[src/spq_pkg.sv]
// Shared types and constants for the sorted priority queue.
// No dependencies; every other file in src uses this package.
`default_nettype none

package spq_pkg;

  localparam int unsigned DataW   = 32;
  localparam int unsigned CountW  = 5;
  localparam int unsigned Depth   = 16;

  typedef enum logic {
    OP_INSERT = 1'b0,
    OP_REMOVE = 1'b1
  } op_e;

  typedef enum logic [1:0] {
    ST_OK    = 2'd0,
    ST_FULL  = 2'd1,
    ST_EMPTY = 2'd2
  } status_e;

  // Broadcast from the control logic to every cell of the chain.
  typedef struct packed {
    logic                     ins;
    logic                     rem;
    logic signed [DataW-1:0]  value;
  } cell_ctrl_t;

endpackage

`default_nettype wire

[src/spq_if.sv]
// Request and response channel interfaces of the sorted priority queue.
// Depends on spq_pkg for field widths and codes.
`default_nettype none

interface spq_req_if;
  logic                               valid;
  logic                               ready;
  spq_pkg::op_e                       opcode;
  logic signed [spq_pkg::DataW-1:0]   value;

  modport source (output valid, opcode, value, input ready);
  modport sink   (input valid, opcode, value, output ready);
endinterface

interface spq_rsp_if;
  logic                               valid;
  logic                               ready;
  logic signed [spq_pkg::DataW-1:0]   removed_value;
  logic                               removed_valid;
  spq_pkg::status_e                   status;
  logic [spq_pkg::CountW-1:0]         count;
  logic                               is_empty;
  logic                               is_full;

  modport source (output valid, removed_value, removed_valid, status, count, is_empty,
                  is_full, input ready);
  modport sink   (input valid, removed_value, removed_valid, status, count, is_empty,
                  is_full, output ready);
endinterface

`default_nettype wire

[src/spq_cell.sv]
// One slot of the sorted chain: holds a value, keeps it, takes the new
// value or shifts in a neighbor's value. Depends on spq_pkg.
`default_nettype none

module spq_cell (
  input  logic                               clk_i,
  input  spq_pkg::cell_ctrl_t                ctrl_i,
  input  logic                               occ_i,
  input  logic                               prev_keep_i,
  input  logic signed [spq_pkg::DataW-1:0]   prev_data_i,
  input  logic signed [spq_pkg::DataW-1:0]   next_data_i,
  output logic                               keep_o,
  output logic signed [spq_pkg::DataW-1:0]   data_o
);

  logic signed [spq_pkg::DataW-1:0] data_q, data_d;

  // Hold while the stored value is at least the new one; equal values stay ahead.
  assign keep_o = occ_i && !(data_q < ctrl_i.value);
  assign data_o = data_q;

  always_comb begin
    data_d = data_q;
    if (ctrl_i.ins) begin
      if (!keep_o) begin
        data_d = prev_keep_i ? ctrl_i.value : prev_data_i;
      end
    end else if (ctrl_i.rem) begin
      data_d = next_data_i;
    end
  end

  always_ff @(posedge clk_i) begin
    data_q <= data_d;
  end

endmodule

`default_nettype wire

[src/sorted_priority_queue_top.sv]
// Top level of the sorted priority queue: a chain of spq_cell slots plus
// count and response logic. Depends on spq_pkg, spq_if and spq_cell.
`default_nettype none

// Holds up to DEPTH signed 32-bit values sorted largest first in a chain of
// cells; every cell compares against the new value in parallel and shifts
// one place toward its neighbor, so each request updates the chain and the registered response together, and a
// new request is taken every cycle while the response register drains. Each
// request gives exactly one response: a remove returns the largest value,
// an insert into a full queue or a remove from an empty queue is refused
// with an error status and leaves the contents unchanged. The count field
// reports the low five bits of the stored count.
module sorted_priority_queue_top #(
  parameter int unsigned DEPTH = spq_pkg::Depth
) (
  input  logic          clk_i,
  input  logic          rst_ni,
  spq_req_if.sink       req_i,
  spq_rsp_if.source     rsp_o
);

  localparam int unsigned CntW = $clog2(DEPTH + 1);

  logic [CntW-1:0] count_q, count_d;
  logic            full, empty, accept, ins_ok, rem_ok;

  logic signed [spq_pkg::DataW-1:0] data [DEPTH];
  logic                             keep [DEPTH];
  logic                             occ  [DEPTH];
  spq_pkg::cell_ctrl_t              ctrl;

  logic                             rsp_valid_q;
  logic signed [spq_pkg::DataW-1:0] rsp_value_q, rsp_value_d;
  logic                             rsp_rvalid_q, rsp_rvalid_d;
  spq_pkg::status_e                 rsp_status_q, rsp_status_d;
  logic [CntW-1:0]                  rsp_count_q;

  assign full   = (count_q == CntW'(DEPTH));
  assign empty  = (count_q == '0);
  assign req_i.ready = !rsp_valid_q || rsp_o.ready;
  assign accept = req_i.valid && req_i.ready;
  assign ins_ok = accept && (req_i.opcode == spq_pkg::OP_INSERT) && !full;
  assign rem_ok = accept && (req_i.opcode == spq_pkg::OP_REMOVE) && !empty;

  assign ctrl.ins   = ins_ok;
  assign ctrl.rem   = rem_ok;
  assign ctrl.value = req_i.value;

  for (genvar i = 0; i < DEPTH; i++) begin : g_cell
    logic                             prev_keep;
    logic signed [spq_pkg::DataW-1:0] prev_data, next_data;

    assign occ[i] = (CntW'(i) < count_q);

    if (i == 0) begin : g_head
      assign prev_keep = 1'b1;
      assign prev_data = req_i.value;
    end else begin : g_body
      assign prev_keep = keep[i-1];
      assign prev_data = data[i-1];
    end

    if (i == DEPTH - 1) begin : g_tail
      assign next_data = data[i];
    end else begin : g_inner
      assign next_data = data[i+1];
    end

    spq_cell u_cell (
      .clk_i       (clk_i),
      .ctrl_i      (ctrl),
      .occ_i       (occ[i]),
      .prev_keep_i (prev_keep),
      .prev_data_i (prev_data),
      .next_data_i (next_data),
      .keep_o      (keep[i]),
      .data_o      (data[i])
    );
  end

  always_comb begin
    count_d      = count_q;
    rsp_value_d  = '0;
    rsp_rvalid_d = 1'b0;
    rsp_status_d = spq_pkg::ST_OK;
    if (req_i.opcode == spq_pkg::OP_INSERT) begin
      if (full) begin
        rsp_status_d = spq_pkg::ST_FULL;
      end else begin
        count_d = count_q + CntW'(1);
      end
    end else begin
      if (empty) begin
        rsp_status_d = spq_pkg::ST_EMPTY;
      end else begin
        count_d      = count_q - CntW'(1);
        rsp_value_d  = data[0];
        rsp_rvalid_d = 1'b1;
      end
    end
  end

  always_ff @(posedge clk_i or negedge rst_ni) begin
    if (!rst_ni) begin
      count_q     <= '0;
      rsp_valid_q <= 1'b0;
    end else begin
      if (accept) begin
        count_q     <= count_d;
        rsp_valid_q <= 1'b1;
      end else if (rsp_o.ready) begin
        rsp_valid_q <= 1'b0;
      end
    end
  end

  always_ff @(posedge clk_i) begin
    if (accept) begin
      rsp_value_q  <= rsp_value_d;
      rsp_rvalid_q <= rsp_rvalid_d;
      rsp_status_q <= rsp_status_d;
      rsp_count_q  <= count_d;
    end
  end

  assign rsp_o.valid         = rsp_valid_q;
  assign rsp_o.removed_value = rsp_value_q;
  assign rsp_o.removed_valid = rsp_rvalid_q;
  assign rsp_o.status        = rsp_status_q;
  assign rsp_o.count         = spq_pkg::CountW'(rsp_count_q);
  assign rsp_o.is_empty      = (rsp_count_q == '0);
  assign rsp_o.is_full       = (rsp_count_q == CntW'(DEPTH));

  a_count_bound: assert property (@(posedge clk_i) disable iff (!rst_ni)
    count_q <= CntW'(DEPTH))
    else $error("stored count exceeds depth");

  a_head_sorted: assert property (@(posedge clk_i) disable iff (!rst_ni)
    (count_q >= CntW'(2)) |-> !(data[0] < data[1]))
    else $error("head of chain is out of order");

  a_insert_count: assert property (@(posedge clk_i) disable iff (!rst_ni)
    ins_ok |=> (count_q == $past(count_q) + CntW'(1)))
    else $error("insert did not advance the count");

  a_remove_ok: assert property (@(posedge clk_i) disable iff (!rst_ni)
    (rsp_valid_q && rsp_rvalid_q) |-> (rsp_status_q == spq_pkg::ST_OK))
    else $error("removed value reported with error status");

endmodule

`default_nettype wire

[src/flat_wrapper.sv]
// flat-port wrapper written by rule: the top's interface ports become plain ports
module sorted_priority_queue_top_flat 
#(
  parameter int unsigned DEPTH = spq_pkg::Depth
)
  (clk_i, rst_ni, req_i_valid, req_i_opcode, req_i_value, req_i_ready, rsp_o_valid, rsp_o_removed_value, rsp_o_removed_valid, rsp_o_status, rsp_o_count, rsp_o_is_empty, rsp_o_is_full, rsp_o_ready);
  spq_req_if req_i_i ();
  spq_rsp_if rsp_o_i ();
  input  logic clk_i;
  input  logic rst_ni;
  input wire logic [$bits(req_i_i.valid)-1:0] req_i_valid;
  input wire logic [$bits(req_i_i.opcode)-1:0] req_i_opcode;
  input wire logic [$bits(req_i_i.value)-1:0] req_i_value;
  output wire logic [$bits(req_i_i.ready)-1:0] req_i_ready;
  output wire logic [$bits(rsp_o_i.valid)-1:0] rsp_o_valid;
  output wire logic [$bits(rsp_o_i.removed_value)-1:0] rsp_o_removed_value;
  output wire logic [$bits(rsp_o_i.removed_valid)-1:0] rsp_o_removed_valid;
  output wire logic [$bits(rsp_o_i.status)-1:0] rsp_o_status;
  output wire logic [$bits(rsp_o_i.count)-1:0] rsp_o_count;
  output wire logic [$bits(rsp_o_i.is_empty)-1:0] rsp_o_is_empty;
  output wire logic [$bits(rsp_o_i.is_full)-1:0] rsp_o_is_full;
  input wire logic [$bits(rsp_o_i.ready)-1:0] rsp_o_ready;
  assign req_i_i.valid = req_i_valid;
  assign req_i_i.opcode = req_i_opcode;
  assign req_i_i.value = req_i_value;
  assign req_i_ready = req_i_i.ready;
  assign rsp_o_valid = rsp_o_i.valid;
  assign rsp_o_removed_value = rsp_o_i.removed_value;
  assign rsp_o_removed_valid = rsp_o_i.removed_valid;
  assign rsp_o_status = rsp_o_i.status;
  assign rsp_o_count = rsp_o_i.count;
  assign rsp_o_is_empty = rsp_o_i.is_empty;
  assign rsp_o_is_full = rsp_o_i.is_full;
  assign rsp_o_i.ready = rsp_o_ready;
  sorted_priority_queue_top #(.DEPTH(DEPTH)) u_core (.clk_i(clk_i), .rst_ni(rst_ni), .req_i(req_i_i), .rsp_o(rsp_o_i));
endmodule
[config.mk]
export PLATFORM = sky130hd
export DESIGN_NAME = sorted_priority_queue_top_flat
export DESIGN_NICKNAME = d
export VERILOG_FILES = /design/src/spq_pkg.sv /design/src/spq_if.sv /design/src/spq_cell.sv /design/src/sorted_priority_queue_top.sv /design/src/flat_wrapper.sv
export SDC_FILE = /design/constraint.sdc
export NUM_CORES = 2
export LEC_CHECK = 0
export ABC_AREA = 1
export BUFFER_PORTS_ARGS = -buffer_cell sky130_fd_sc_hd__buf_4
export CORE_UTILIZATION = 45
export DETAILED_ROUTE_END_ITERATION = 7
export PLACE_DENSITY = 0.61
export SLEW_MARGIN = 20
export SYNTH_ARGS = -nofsm -noshare
export SYNTH_HDL_FRONTEND = slang
export SYNTH_SLANG_ARGS = --single-unit
[constraint.sdc]
create_clock -name clk_i -period 3.1 [get_ports clk_i]
set_input_delay 0.31 -clock clk_i [delete_from_list [all_inputs] [get_ports clk_i]]
set_output_delay 0.31 -clock clk_i [all_outputs]
set_load 0.01 [all_outputs]
==> qor.yml <==
power_frac_comb: 0.382
wl_per_cell_um: 15.85
crit_fanout: 78
switching_share: 0.3905
num_io_pins: 81
worst_path_most_repeated_cell: "nand2_1"
rows: 109
setup_viol: 0
cp-end-kind: "flip-flop"
layout_setup_ws_ns: 0.3562
p_switching_mw: 12.92
dieArea_um2: 91430
diodes: 0
synth-seq-cells: 558
cpPeakStageDelay_ns: 0.37
area_growth_pct: 12.67
drc_errors: 0
p_total_mw: 33.09
clock-sinks: 558
layout_common_cells: "nand2_1 (2754), inv_1 (620), edfxtp_1 (552)"
cts_htree_levels: 3
vias_per_cell: 4.948
seqPwrFrac: 0.379
yosysSeqAreaShare: 0.4119
synth.avg_cell_area_um2: 7.512
p_leak_nw: 25.60
vias: 33390
hold_buffers: 6
p_int_mw: 20.17
finalCritPeriodShare: 0.8851
cts_made_buffers: 71
cts_setup_buffers: 0
netlist_area_um2: 40600
final_common_cell: "nand2_1"
ant_nets: 0
core_um2: 88920
overflow: 0
drive_gt1_frac: 0.06575
worstHoldPathType: "primary input to flip-flop"
maxSlewHeadroom: 0.4634
die_x_um: 302.4
cts_root_buffer: "clkbuf_16"
crit_required_ns: 3.57
grt_pass1_vias: 33100
finalWirelength_um: 107000
p_clk_frac: 0.239
period_needed_ns: 2.744
worst_slew_pin_slew_ns: 0.7964
dp_slack_ns: 0.1446
path_clk_slew_ns: 0.06
first_pass_iters: 5
grt_start_max_net_pins: 81
cts_buffer_depth: 3
timing.fmax_ghz: 0.3645
regArea_um2: 16730
power.density_nw_per_um2: 723.4
irDropWorstVdd_v: 0.0004031
io_buffer_count: 80
rsz0062_at_grt: "no"
setup_tns_ns: 0
start_util: 0.4566
gp_congestion: 0.8515
cts_tree: "done"
critPathKind: "flip-flop to flip-flop"
die_y_um: 302.4
slowest_stage: "dfrtp_1"
crit_chain: "inv_1 > ha_1 > inv_1 > nor3_1 > nand2_1 > nand2_1 > nor2_4 > buf_12 > inv_12 > buf_12 > nand2_1 > nand2_1"
fin_skew_ns: 0.02261
syn-num-nets: 5941
yosysWarnings: 0
grt_pass1_wl_um: 173500
cp.arrival_ns: 3.22
synth_cell_types: 30
syn_inst: 5405
grtUsageTotal: 0.2353
dp_hpwl_um: 82030
cp-start-kind: "flip-flop"
design_area_um2: 45750
maxCapViolCount: 0
report.final.hold_viol_count: 0
fin_nets: 6067
clock_latency_ns: 0.61
status: "complete, no violations"
drv_slew: 0
antenna_found_initial: 0
multi_input_area_um2: 20520
nFillCells: 8736
placed_area_um2: 43530
postCtsResizedCells: 0
drt_first_iter_violations: 2081
## per-layer routing
layer,global-route usage,vias to the layer above,wire (um)
li1,-,17580,-
met1,0.3286,15020,52020
met2,0.3872,671,47870
met3,0.02909,114,5089
met4,0.05767,0,1994
met5,0,-,0
## synth_stat cells (all sizes together)
master  number  share of area
inv        622          0.058
nand2     2763           0.26
edfxtp     552           0.41
xor2         2        0.00043
a211o        1        0.00022
a21oi      247          0.030
or4          1        0.00018
o21ai      115          0.014
nor3        36         0.0044
nand4       66          0.010
clkbuf      37         0.0034
xnor2        1        0.00022
nor2       129          0.012
dfrtp        6         0.0037
ha         499           0.15
nand3b       1        0.00018
nand3      125          0.016
o211ai      15         0.0028
clkinv       1        0.00012
a211oi       2        0.00037
buf        164          0.022
nor4         6        0.00092
o21a        14         0.0026
## critical path: cells and delay by family, from the launching register on
family | cells | cell delay (ns)
adder cells (fa/ha/maj) | 1 | 0.22
buffers and inverters | 5 | 1.11
flip-flops | 1 | 0.37
AND/OR/NAND/NOR | 6 | 0.78
## power groups by stage
stage	clock network, mW	registers, mW	logic (mW)
after floorplan	0	12.2	8.95
after global placement	0	12.6	12.3
after detailed placement	0	12.6	12.7
after CTS	8.12	12.5	12.8
after global routing	8.38	12.7	14.7
final	7.91	12.5	12.7
## cell type report
type / instances / area share
multi-input cells: 4023 / 0.4486
well taps: 1165 / 0.03186
repair buffers: 254 / 0.05541
clock inverters: 36 / 0.004951
flip-flops and latches: 558 / 0.3656
inverters: 623 / 0.05139
clock buffers: 88 / 0.04209
## kinds of logic after synthesis
logic type      count (synthesis)  share of synthesized area
compound gates                394                    0.05057
xor+xnor                        3                  0.0006472
fa+ha+maj                     499                     0.1538
buf+inv                       824                    0.08286
flops                         558                     0.4119
simple gates                 3127                     0.3002
## state kept, by name, summed over array words and instances (netlist names)
| register | flops |
|---|---|
| u_core.rsp_o.valid | 1 |
| u_core.rsp_o.removed_valid | 1 |
| u_core.rsp_o.removed_value | 32 |
| u_core.rsp_o.status | 2 |
| u_core.rsp_o.count | 5 |
| u_core.count_q | 5 |
| u_core.g_cell.u_cell.data_o | 512 |
## worst paths after layout
path,from,end,slack (ns),depth (start not counted)
setup / recovery,u_core.count_q[0],u_core.g_cell[2].u_cell.data_o[7],0.36,12
hold / removal,req_i_value[10],u_core.g_cell[15].u_cell.data_o[10],0.04,3
setup reg to reg,u_core.count_q[0],u_core.g_cell[2].u_cell.data_o[7],0.36,12
hold reg to reg,u_core.g_cell[15].u_cell.data_o[1],u_core.g_cell[14].u_cell.data_o[1],0.55,2
max in group asynchronous,rst_ni,u_core.count_q[1],1.68,4
min in group asynchronous,rst_ni,u_core.count_q[0],0.62,3
## stage by stage
stage               utilization  hold WS, ns  instances
floorplan                     -      0.01441       5405
global placement         0.4896       0.1224       6617
detailed placement       0.4896       0.1214       6617
CTS                      0.5145      0.01316       6747
global route             0.5145      0.04241       6747
finish                   0.5145      0.04443       6747
No activity file was read; power rests on OpenSTA's default activity.
